<file path="src/design/fpa_pkg.sv">
`timescale 1ns / 1ps
package fpa_pkg;

  localparam int NUM_PARTS = 8;
  localparam int PART_W = (NUM_PARTS > 1) ? $clog2(NUM_PARTS) : 1;
  localparam int CMP_W = (PART_W + 1 > 4) ? PART_W + 1 : 4;
  localparam int CNT_W = PART_W + 1;
  localparam int CFG_IDX_W = 2;
  localparam int CFG_DATA_W = 4;

  localparam logic [1:0] MODE_FIRST = 2'd0;
  localparam logic [1:0] MODE_BEST = 2'd1;
  localparam logic [1:0] MODE_WORST = 2'd2;

  localparam logic [CFG_IDX_W-1:0] REG_FIT_MODE = 2'd0;
  localparam logic [CFG_IDX_W-1:0] REG_PARTS_IN_USE = 2'd1;

  localparam logic KIND_LOAD = 1'b0;
  localparam logic KIND_REQUEST = 1'b1;

  typedef struct packed {
    logic        kind;
    logic [2:0]  load_index;
    logic [15:0] amount;
  } fpa_in_t;

  typedef struct packed {
    logic        granted;
    logic [2:0]  chosen_part;
    logic [15:0] space_left;
  } fpa_out_t;

  typedef struct packed {
    logic              found;
    logic [PART_W-1:0] pick;
    logic [15:0]       key;
  } srch_t;

  typedef struct packed {
    logic              en;
    logic [PART_W-1:0] idx;
    logic [15:0]       data;
  } wr_t;

endpackage

</file>
<file path="src/design/fpa_cell.sv">
`timescale 1ns / 1ps
module fpa_cell import fpa_pkg::*; (
  input  logic              clk,
  input  logic              rst_n,
  input  logic [PART_W-1:0] cell_idx,
  input  logic              active,
  input  logic [1:0]        mode,
  input  logic [15:0]       amt,
  input  wr_t               wr,
  input  srch_t             tok_in,
  output srch_t             tok_out
);

  logic [15:0] free_r;
  logic [15:0] free_nxt;
  srch_t       tok_r;
  srch_t       tok_nxt;
  logic        fits;
  logic        take;
  logic [15:0] left;

  always_comb begin
    free_nxt = free_r;
    if (wr.en && (wr.idx == cell_idx)) begin
      free_nxt = wr.data;
    end
  end

  always_ff @(posedge clk) begin
    if (!rst_n) begin
      free_r <= '0;
    end else begin
      free_r <= free_nxt;
    end
  end

  assign fits = active && (free_r >= amt);
  assign left = free_r - amt;

  always_comb begin
    tok_nxt = tok_in;
    case (mode)
      MODE_BEST: begin
        take = fits && (!tok_in.found || (left < tok_in.key));
        if (take) begin
          tok_nxt.key = left;
        end
      end
      MODE_WORST: begin
        take = fits && (!tok_in.found || (free_r > tok_in.key));
        if (take) begin
          tok_nxt.key = free_r;
        end
      end
      default: begin
        take = fits && !tok_in.found;
        if (take) begin
          tok_nxt.key = left;
        end
      end
    endcase
    if (take) begin
      tok_nxt.found = 1'b1;
      tok_nxt.pick = cell_idx;
    end
  end

  always_ff @(posedge clk) begin
    tok_r <= tok_nxt;
  end

  assign tok_out = tok_r;

endmodule

</file>
<file path="src/design/fit_policy_partition_allocator.sv">
`timescale 1ns / 1ps
// A load item writes its partition at the edge on which it is accepted.
// A request item walks the row of partition slots, one slot per cycle, and its
// result is registered once the walk is done and the output register is free;
// in_stall holds off every new item until then, so items do not overlap.
// Synchronous active-low reset clears all free space, sets first fit and eight
// partitions in use.
module fit_policy_partition_allocator import fpa_pkg::*; (
  input  logic                  clk,
  input  logic                  rst_n,
  input  logic                  in_valid,
  output logic                  in_stall,
  input  fpa_in_t               in_data,
  output logic                  out_valid,
  input  logic                  out_stall,
  output fpa_out_t              out_data,
  input  logic                  cfg_valid,
  output logic                  cfg_ready,
  input  logic [CFG_IDX_W-1:0]  cfg_index,
  input  logic [CFG_DATA_W-1:0] cfg_data
);

  localparam logic S_IDLE = 1'b0;
  localparam logic S_SRCH = 1'b1;

  logic             state_r, state_nxt;
  logic [CNT_W-1:0] cnt_r, cnt_nxt;
  logic [15:0]      amt_r, amt_nxt;
  logic [1:0]       mode_r, mode_nxt;
  logic [3:0]       parts_r, parts_nxt;
  logic             out_valid_r, out_valid_nxt;
  fpa_out_t         out_data_r, out_data_nxt;

  srch_t            tok [NUM_PARTS+1];
  logic [NUM_PARTS-1:0] active;
  wr_t              wr;
  logic             in_acc;
  logic             fin;
  logic [15:0]      left;
  logic [PART_W+2:0] pick_x;

  assign tok[0] = '0;

  for (genvar i = 0; i < NUM_PARTS; i++) begin : g_slot
    localparam logic [CMP_W-1:0] IDX = CMP_W'(i);
    assign active[i] = IDX < CMP_W'(parts_r);
    fpa_cell u_slot (
      .clk      (clk),
      .rst_n    (rst_n),
      .cell_idx (PART_W'(i)),
      .active   (active[i]),
      .mode     (mode_r),
      .amt      (amt_r),
      .wr       (wr),
      .tok_in   (tok[i]),
      .tok_out  (tok[i+1])
    );
  end

  assign in_stall = (state_r != S_IDLE);
  assign in_acc = in_valid && !in_stall;
  assign cfg_ready = 1'b1;
  assign fin = (state_r == S_SRCH) && (cnt_r == CNT_W'(NUM_PARTS)) &&
               (!out_valid_r || !out_stall);
  assign left = (mode_r == MODE_WORST) ? tok[NUM_PARTS].key - amt_r : tok[NUM_PARTS].key;
  assign pick_x = (PART_W + 3)'(tok[NUM_PARTS].pick);

  always_comb begin
    wr = '0;
    if (fin) begin
      wr.en = tok[NUM_PARTS].found;
      wr.idx = tok[NUM_PARTS].pick;
      wr.data = left;
    end else if (in_acc && (in_data.kind == KIND_LOAD)) begin
      wr.en = CMP_W'(in_data.load_index) < CMP_W'(NUM_PARTS);
      wr.idx = PART_W'(in_data.load_index);
      wr.data = in_data.amount;
    end
  end

  always_comb begin
    state_nxt = state_r;
    cnt_nxt = cnt_r;
    amt_nxt = amt_r;
    unique case (state_r)
      S_IDLE: begin
        if (in_acc && (in_data.kind == KIND_REQUEST)) begin
          state_nxt = S_SRCH;
          cnt_nxt = '0;
          amt_nxt = in_data.amount;
        end
      end
      S_SRCH: begin
        if (cnt_r != CNT_W'(NUM_PARTS)) begin
          cnt_nxt = cnt_r + 1'b1;
        end
        if (fin) begin
          state_nxt = S_IDLE;
        end
      end
      default: begin
        state_nxt = S_IDLE;
      end
    endcase
  end

  always_comb begin
    out_valid_nxt = out_valid_r;
    out_data_nxt = out_data_r;
    if (fin) begin
      out_valid_nxt = 1'b1;
      out_data_nxt = '0;
      if (tok[NUM_PARTS].found) begin
        out_data_nxt.granted = 1'b1;
        out_data_nxt.chosen_part = pick_x[2:0];
        out_data_nxt.space_left = left;
      end
    end else if (out_valid_r && !out_stall) begin
      out_valid_nxt = 1'b0;
    end
  end

  always_comb begin
    mode_nxt = mode_r;
    parts_nxt = parts_r;
    if (cfg_valid && cfg_ready) begin
      unique case (cfg_index)
        REG_FIT_MODE:     mode_nxt = cfg_data[1:0];
        REG_PARTS_IN_USE: parts_nxt = cfg_data[3:0];
        default: begin
        end
      endcase
    end
  end

  always_ff @(posedge clk) begin
    if (!rst_n) begin
      state_r <= S_IDLE;
      cnt_r <= '0;
      mode_r <= MODE_FIRST;
      parts_r <= 4'd8;
      out_valid_r <= 1'b0;
    end else begin
      state_r <= state_nxt;
      cnt_r <= cnt_nxt;
      mode_r <= mode_nxt;
      parts_r <= parts_nxt;
      out_valid_r <= out_valid_nxt;
    end
  end

  always_ff @(posedge clk) begin
    amt_r <= amt_nxt;
    out_data_r <= out_data_nxt;
  end

  assign out_valid = out_valid_r;
  assign out_data = out_data_r;

`ifndef SYNTHESIS
  a_rise_after_search: assert property (@(posedge clk) disable iff (!rst_n)
    $rose(out_valid_r) |-> $past(state_r == S_SRCH))
    else $error("result appeared without a finished search");

  a_refusal_zero: assert property (@(posedge clk) disable iff (!rst_n)
    (out_valid_r && !out_data_r.granted) |->
      (out_data_r.chosen_part == 3'd0) && (out_data_r.space_left == 16'd0))
    else $error("refused item carries nonzero fields");

  a_cnt_bound: assert property (@(posedge clk) disable iff (!rst_n)
    cnt_r <= CNT_W'(NUM_PARTS))
    else $error("search counter overran the row");

  a_commit_found: assert property (@(posedge clk) disable iff (!rst_n)
    (wr.en && (state_r == S_SRCH)) |-> (fin && tok[NUM_PARTS].found))
    else $error("write-back without a granted search");
`endif

endmodule
</file>
<file path="config.mk">
export PLATFORM = sky130hd
export DESIGN_NAME = fit_policy_partition_allocator
export DESIGN_NICKNAME = d
export VERILOG_FILES = /design/src/design/fpa_pkg.sv /design/src/design/fpa_cell.sv /design/src/design/fit_policy_partition_allocator.sv
export SDC_FILE = /design/constraint.sdc
export NUM_CORES = 1
export LEC_CHECK = 0
export CAP_MARGIN = 25
export CORE_MARGIN = 4
export CORE_UTILIZATION = 55
export CTS_CLUSTER_SIZE = 20
export DETAILED_ROUTE_END_ITERATION = 16
export DONT_BUFFER_PORTS = 1
export MAX_ROUTING_LAYER = met4
export PLACE_DENSITY = 0.76
export SETUP_SLACK_MARGIN = 0.02
export SLEW_MARGIN = 25
export SYNTH_ARGS = -nofsm -noshare
export SYNTH_HDL_FRONTEND = slang
export SYNTH_HIERARCHICAL = 1
export SYNTH_SLANG_ARGS = --single-unit
export TNS_END_PERCENT = 30
</file>
<file path="constraint.sdc">
create_clock -name clk -period 4.4 [get_ports clk]
set_clock_uncertainty 0.05 [all_clocks]
set_input_delay 0.66 -clock clk [delete_from_list [all_inputs] [get_ports clk]]
set_output_delay 0.66 -clock clk [all_outputs]
set_load 0.02 [all_outputs]
</file>
==> results.sh <==
export IMPL_avgSynthCellArea_sq_um=8.74
export IMPL_critical_path_arrival_ps=4790
export IMPL_cp_startpoint="amt_r[2]"
export IMPL_setup_viol_count_final=5
export IMPL_fin_nets=3828
export IMPL_cp_cell_sequence="buf_12 -> inv_1 -> ha_2 -> o21a_1 -> o31a_1 -> o211ai_1 -> and3b_2 -> xor2_2 -> inv_1 -> ha_4 -> a21oi_2 -> o21ai_2 -> a211oi_2 -> nor3_2 -> o41ai_2 -> nand2b_1 -> a32oi_4 -> buf_12 -> o211ai_1"
export IMPL_synth_seq_cells=336
export IMPL_multi_input_area_sq_um=19500
export IMPL_ys_types=107
export IMPL_p_per_area_nw_per_um2=282
export IMPL_synth_edf_count=36
export IMPL_n_fill_cell=4149
export IMPL_core_sq_um=49300
export IMPL_cts_tree="built"
export IMPL_synth_seq_area_share_pct=25.7
export IMPL_hold_path_class="input pin to register"
export IMPL_finalWirelength_mm=93.6
export IMPL_yosys_warnings=6
export IMPL_hold_viol_final=0
export IMPL_min_from="in_data[1]"
export IMPL_std_cell_rows=81
export IMPL_min_period_ps=4420
export IMPL_area_growth_pct=15.1
export IMPL_fin_crit_sh_pct=101
export IMPL_gp_congestion=1.01
export IMPL_drt_iter0_drc=2380
export IMPL_cts_buffers=40
export IMPL_grt_max_degree=140
export IMPL_clk_latency_ps=570
export IMPL_critPathSlowestCell="edfxtp_1"
export IMPL_cp_depth=19
export IMPL_synthCells=3149
export IMPL_max_slew_worst_pin_slew_ps=1180
export IMPL_dp_final_hpwl_mm=69.8
export IMPL_clk_pin_slew_ps=70
export IMPL_reg2reg_depth=19
export IMPL_regArea_sq_um=7090
export IMPL_via_per_inst=6.12
export IMPL_cp_buffers_inverters=4
export IMPL_start_util_pct=55.9
export IMPL_r2r_end="g_slot[5].u_slot/tok_out[6]"
export IMPL_first_pass_iters=6
export IMPL_layout_drive_gt1_share_pct=14.1
export IMPL_cts_buffer_depth=3
export IMPL_cp_endpoint="g_slot[5].u_slot/tok_out[6]"
export IMPL_vias=24900
export IMPL_fin_util_pct=64.4
export IMPL_placedInstanceArea_sq_um=29600
export IMPL_ant_nets=0
export IMPL_ir_drop_uv=256
export IMPL_worstReg2RegStart="amt_r[2]"
export IMPL_finalInstanceArea_sq_um=31700
export IMPL_rrSetupSlack_ps=-20
export IMPL_cp_end_kind="register"
export IMPL_syn_cell_area_sq_um=27500
export IMPL_crit_type="register to register"
export IMPL_cts_root_buffer="clkbuf_16"
export IMPL_die_y_um=232
export IMPL_dieWidth_um=232
export IMPL_setup_ws_ps=-24.0
export IMPL_critPathRequiredTime_ps=4760
export IMPL_violations="setup timing"
export IMPL_cts_sinks=336
export IMPL_fmax_mhz=226
export IMPL_drv_cap=0
export IMPL_drv_slew=0
export IMPL_antenna_found_initial=4
export IMPL_slew_headroom_pct=21.2
export IMPL_cp_slowest_stage_delay_ps=410
export IMPL_die_area_sq_um=53700
export IMPL_io_pin_count=54
export IMPL_grt_first_pass_wirelength_mm=140
export IMPL_synth_top_flop_cell="dfxtp_1"
export IMPL_cts_htree_levels=2
export IMPL_cp_top_family="compound AO/OA/AOI/OAI gates"
export IMPL_power_leakage_nw=15.0
export IMPL_grt_pass1_vias=24000
export IMPL_io_buffers=0
export IMPL_drc=0
export IMPL_track_usage_pct=34.6
export IMPL_synthArstFlopShare_pct=0
export IMPL_startpoint_type="register"
export IMPL_grt_overflow_total=0
export IMPL_crit_fanout=8
export IMPL_route_detailed_wl_per_inst_um=23.0
export IMPL_rsz0062_at_grt="true"
export IMPL_status="complete, but fails checks"
==> layout make-up <==
class                      instances  area share [%]
clock buffer                      53            3.60
multi-input combinational       2452            61.4
timing repair buffer             175            4.84
inverter                         374            4.44
sequential                       336            22.4
antenna                            3          0.0237
clock inverter                    17           0.698
tap                              664            2.62
==> stage by stage <==
step | std cells | hold WS (ps) | total power [mW] | setup slack, ps | TNS, ps
after floorplan | 3220 | 356 | 4.74 | 152 | 0
final | 4074 | 133 | 8.94 | -24.0 | -54.9
after global routing | 4072 | 122 | 9.30 | -186 | -6180
after CTS | 4052 | 115 | 8.85 | -9.50 | -9.50
after detailed placement | 3976 | 401 | 5.35 | -190 | -5030
after global placement | 3976 | 393 | 5.30 | -121 | -2410
==> worst reg2reg max path, stage by stage (launching register included) <==
cell      delay (ps)
edfxtp_1         410
buf_12           160
inv_1             80
ha_2             320
o21a_1           210
o31a_1           140
o211ai_1         310
and3b_2          260
xor2_2           160
inv_1             90
ha_4             220
a21oi_2          150
o21ai_2          100
a211oi_2         250
nor3_2           110
o41ai_2          400
nand2b_1         190
a32oi_4          340
buf_12           190
o211ai_1         140
==> report_power, final <==
group          total (mW)  internal [mW]  switching, mW
clock network        3.50           2.11           1.38
registers            3.47           3.29          0.186
logic                1.97          0.820           1.15
==> layout by cell type, fill, tap and decap left out, types with 20 or more instances in the layout <==
cell type and n:
o221ai_1 27, a211oi_1 23, nand3_1 35, dfxtp_1 300, a31oi_1 22, o221ai_2 23
a21o_1 55, nand2_1 195, conb_1 73, xnor2_1 88, inv_1 372, buf_4 155
and2_1 56, mux2i_1 145, o21a_1 29, clkbuf_16 42, a21oi_2 23, edfxtp_1 36
nor2b_1 161, and4_1 20, ha_1 400, o211ai_1 40, a22oi_1 30, nand2b_1 44
nand4_1 48, xor2_1 31, a221o_1 32, nor2_1 132, a21oi_1 170, o21ai_0 112
nor3_1 47, o21ai_1 29
==> registers in the layout, summed over array words and instances (netlist names), 2 cells and up <==
name	cells
mode_r	2
parts_r	4
amt_r	16
g_slot.u_slot/tok_out	160
g_slot.u_slot/free_r	128
cnt_r	4
out_data	20
==> layer usage <==
metal | track usage [%] | vias to the layer above | wire length (um) | part of all wire, %
li1 | - | 11800 | - | -
met1 | 44.3 | 11800 | 39400 | 42
met2 | 52.3 | 1085 | 40500 | 43
met3 | 7.18 | 256 | 8540 | 9.1
met4 | 16.4 | 0 | 5160 | 5.5
met5 | - | - | 0 | 0
==> worst min-delay path by stage <==
stage	endpoint	depth (start not counted)
3_3_place_gp	g_slot[4].u_slot/tok_out[16]	1
4_1_cts	amt_r[1]	0
2_1_floorplan	out_data[19]	0
6_report	amt_r[1]	0
3_5_place_dp	g_slot[4].u_slot/tok_out[18]	1
5_1_grt	amt_r[1]	0
==> kinds of logic (layout without fill, tap and decap cells) <==
family	Yosys count	in the layout	share of synthesized area, %
other	2	76	0.0273
adder cells (fa/ha/maj)	418	418	19.2
AO/OA/AOI/OAI	810	811	21.5
XOR/XNOR	125	125	3.98
AND/OR/NAND/NOR	855	855	16.9
buffers and inverters	433	619	6.26
multiplexers	170	170	6.42
flip-flops	336	336	25.7
==> repair_timing <==
| item | in CTS | in global routing |
|---|---|---|
| pin swaps | 4 | 37 |
| endpoints found under the hold margin | 0 | 0 |
| setup endpoints to repair | 64 | 138 |
| gates cloned | 0 | 2 |
| gates resized for setup | 12 | 90 |
| setup buffers | 6 | 17 |
| hold buffers | 0 | 0 |
==> synth_stat cells (18+ instances only) <==
cell type  number  area share (%)
ha_1          409              19
inv_1         373             5.1
dfxtp_1       300              22
nand2_1       195             2.7
a21oi_1       183             3.3
nor2b_1       165             3.7
mux2i_1       145             5.3
nor2_1        134             1.8
o21ai_0       124             2.3
xnor2_1        91             2.9
and2_1         56             1.3
a21o_1         55             1.5
nor3_1         50            0.91
nand4_1        48             1.1
nand2b_1       45             1.0
o211ai_1       40             1.1
edfxtp_1       36             3.9
nand3_1        36            0.65
xor2_1         34             1.1
a211oi_1       33            0.90
a221o_1        32             1.2
clkbuf_1       32            0.44
a22oi_1        30            0.82
o21a_1         29            0.79
o221ai_1       29            0.92
a31oi_1        27            0.61
o221ai_2       21             1.1
and4_1         20            0.64
o21ai_1        19            0.35
o21bai_1       18            0.49
or2_2          18            0.41
Power figures use the tool's default switching activity.
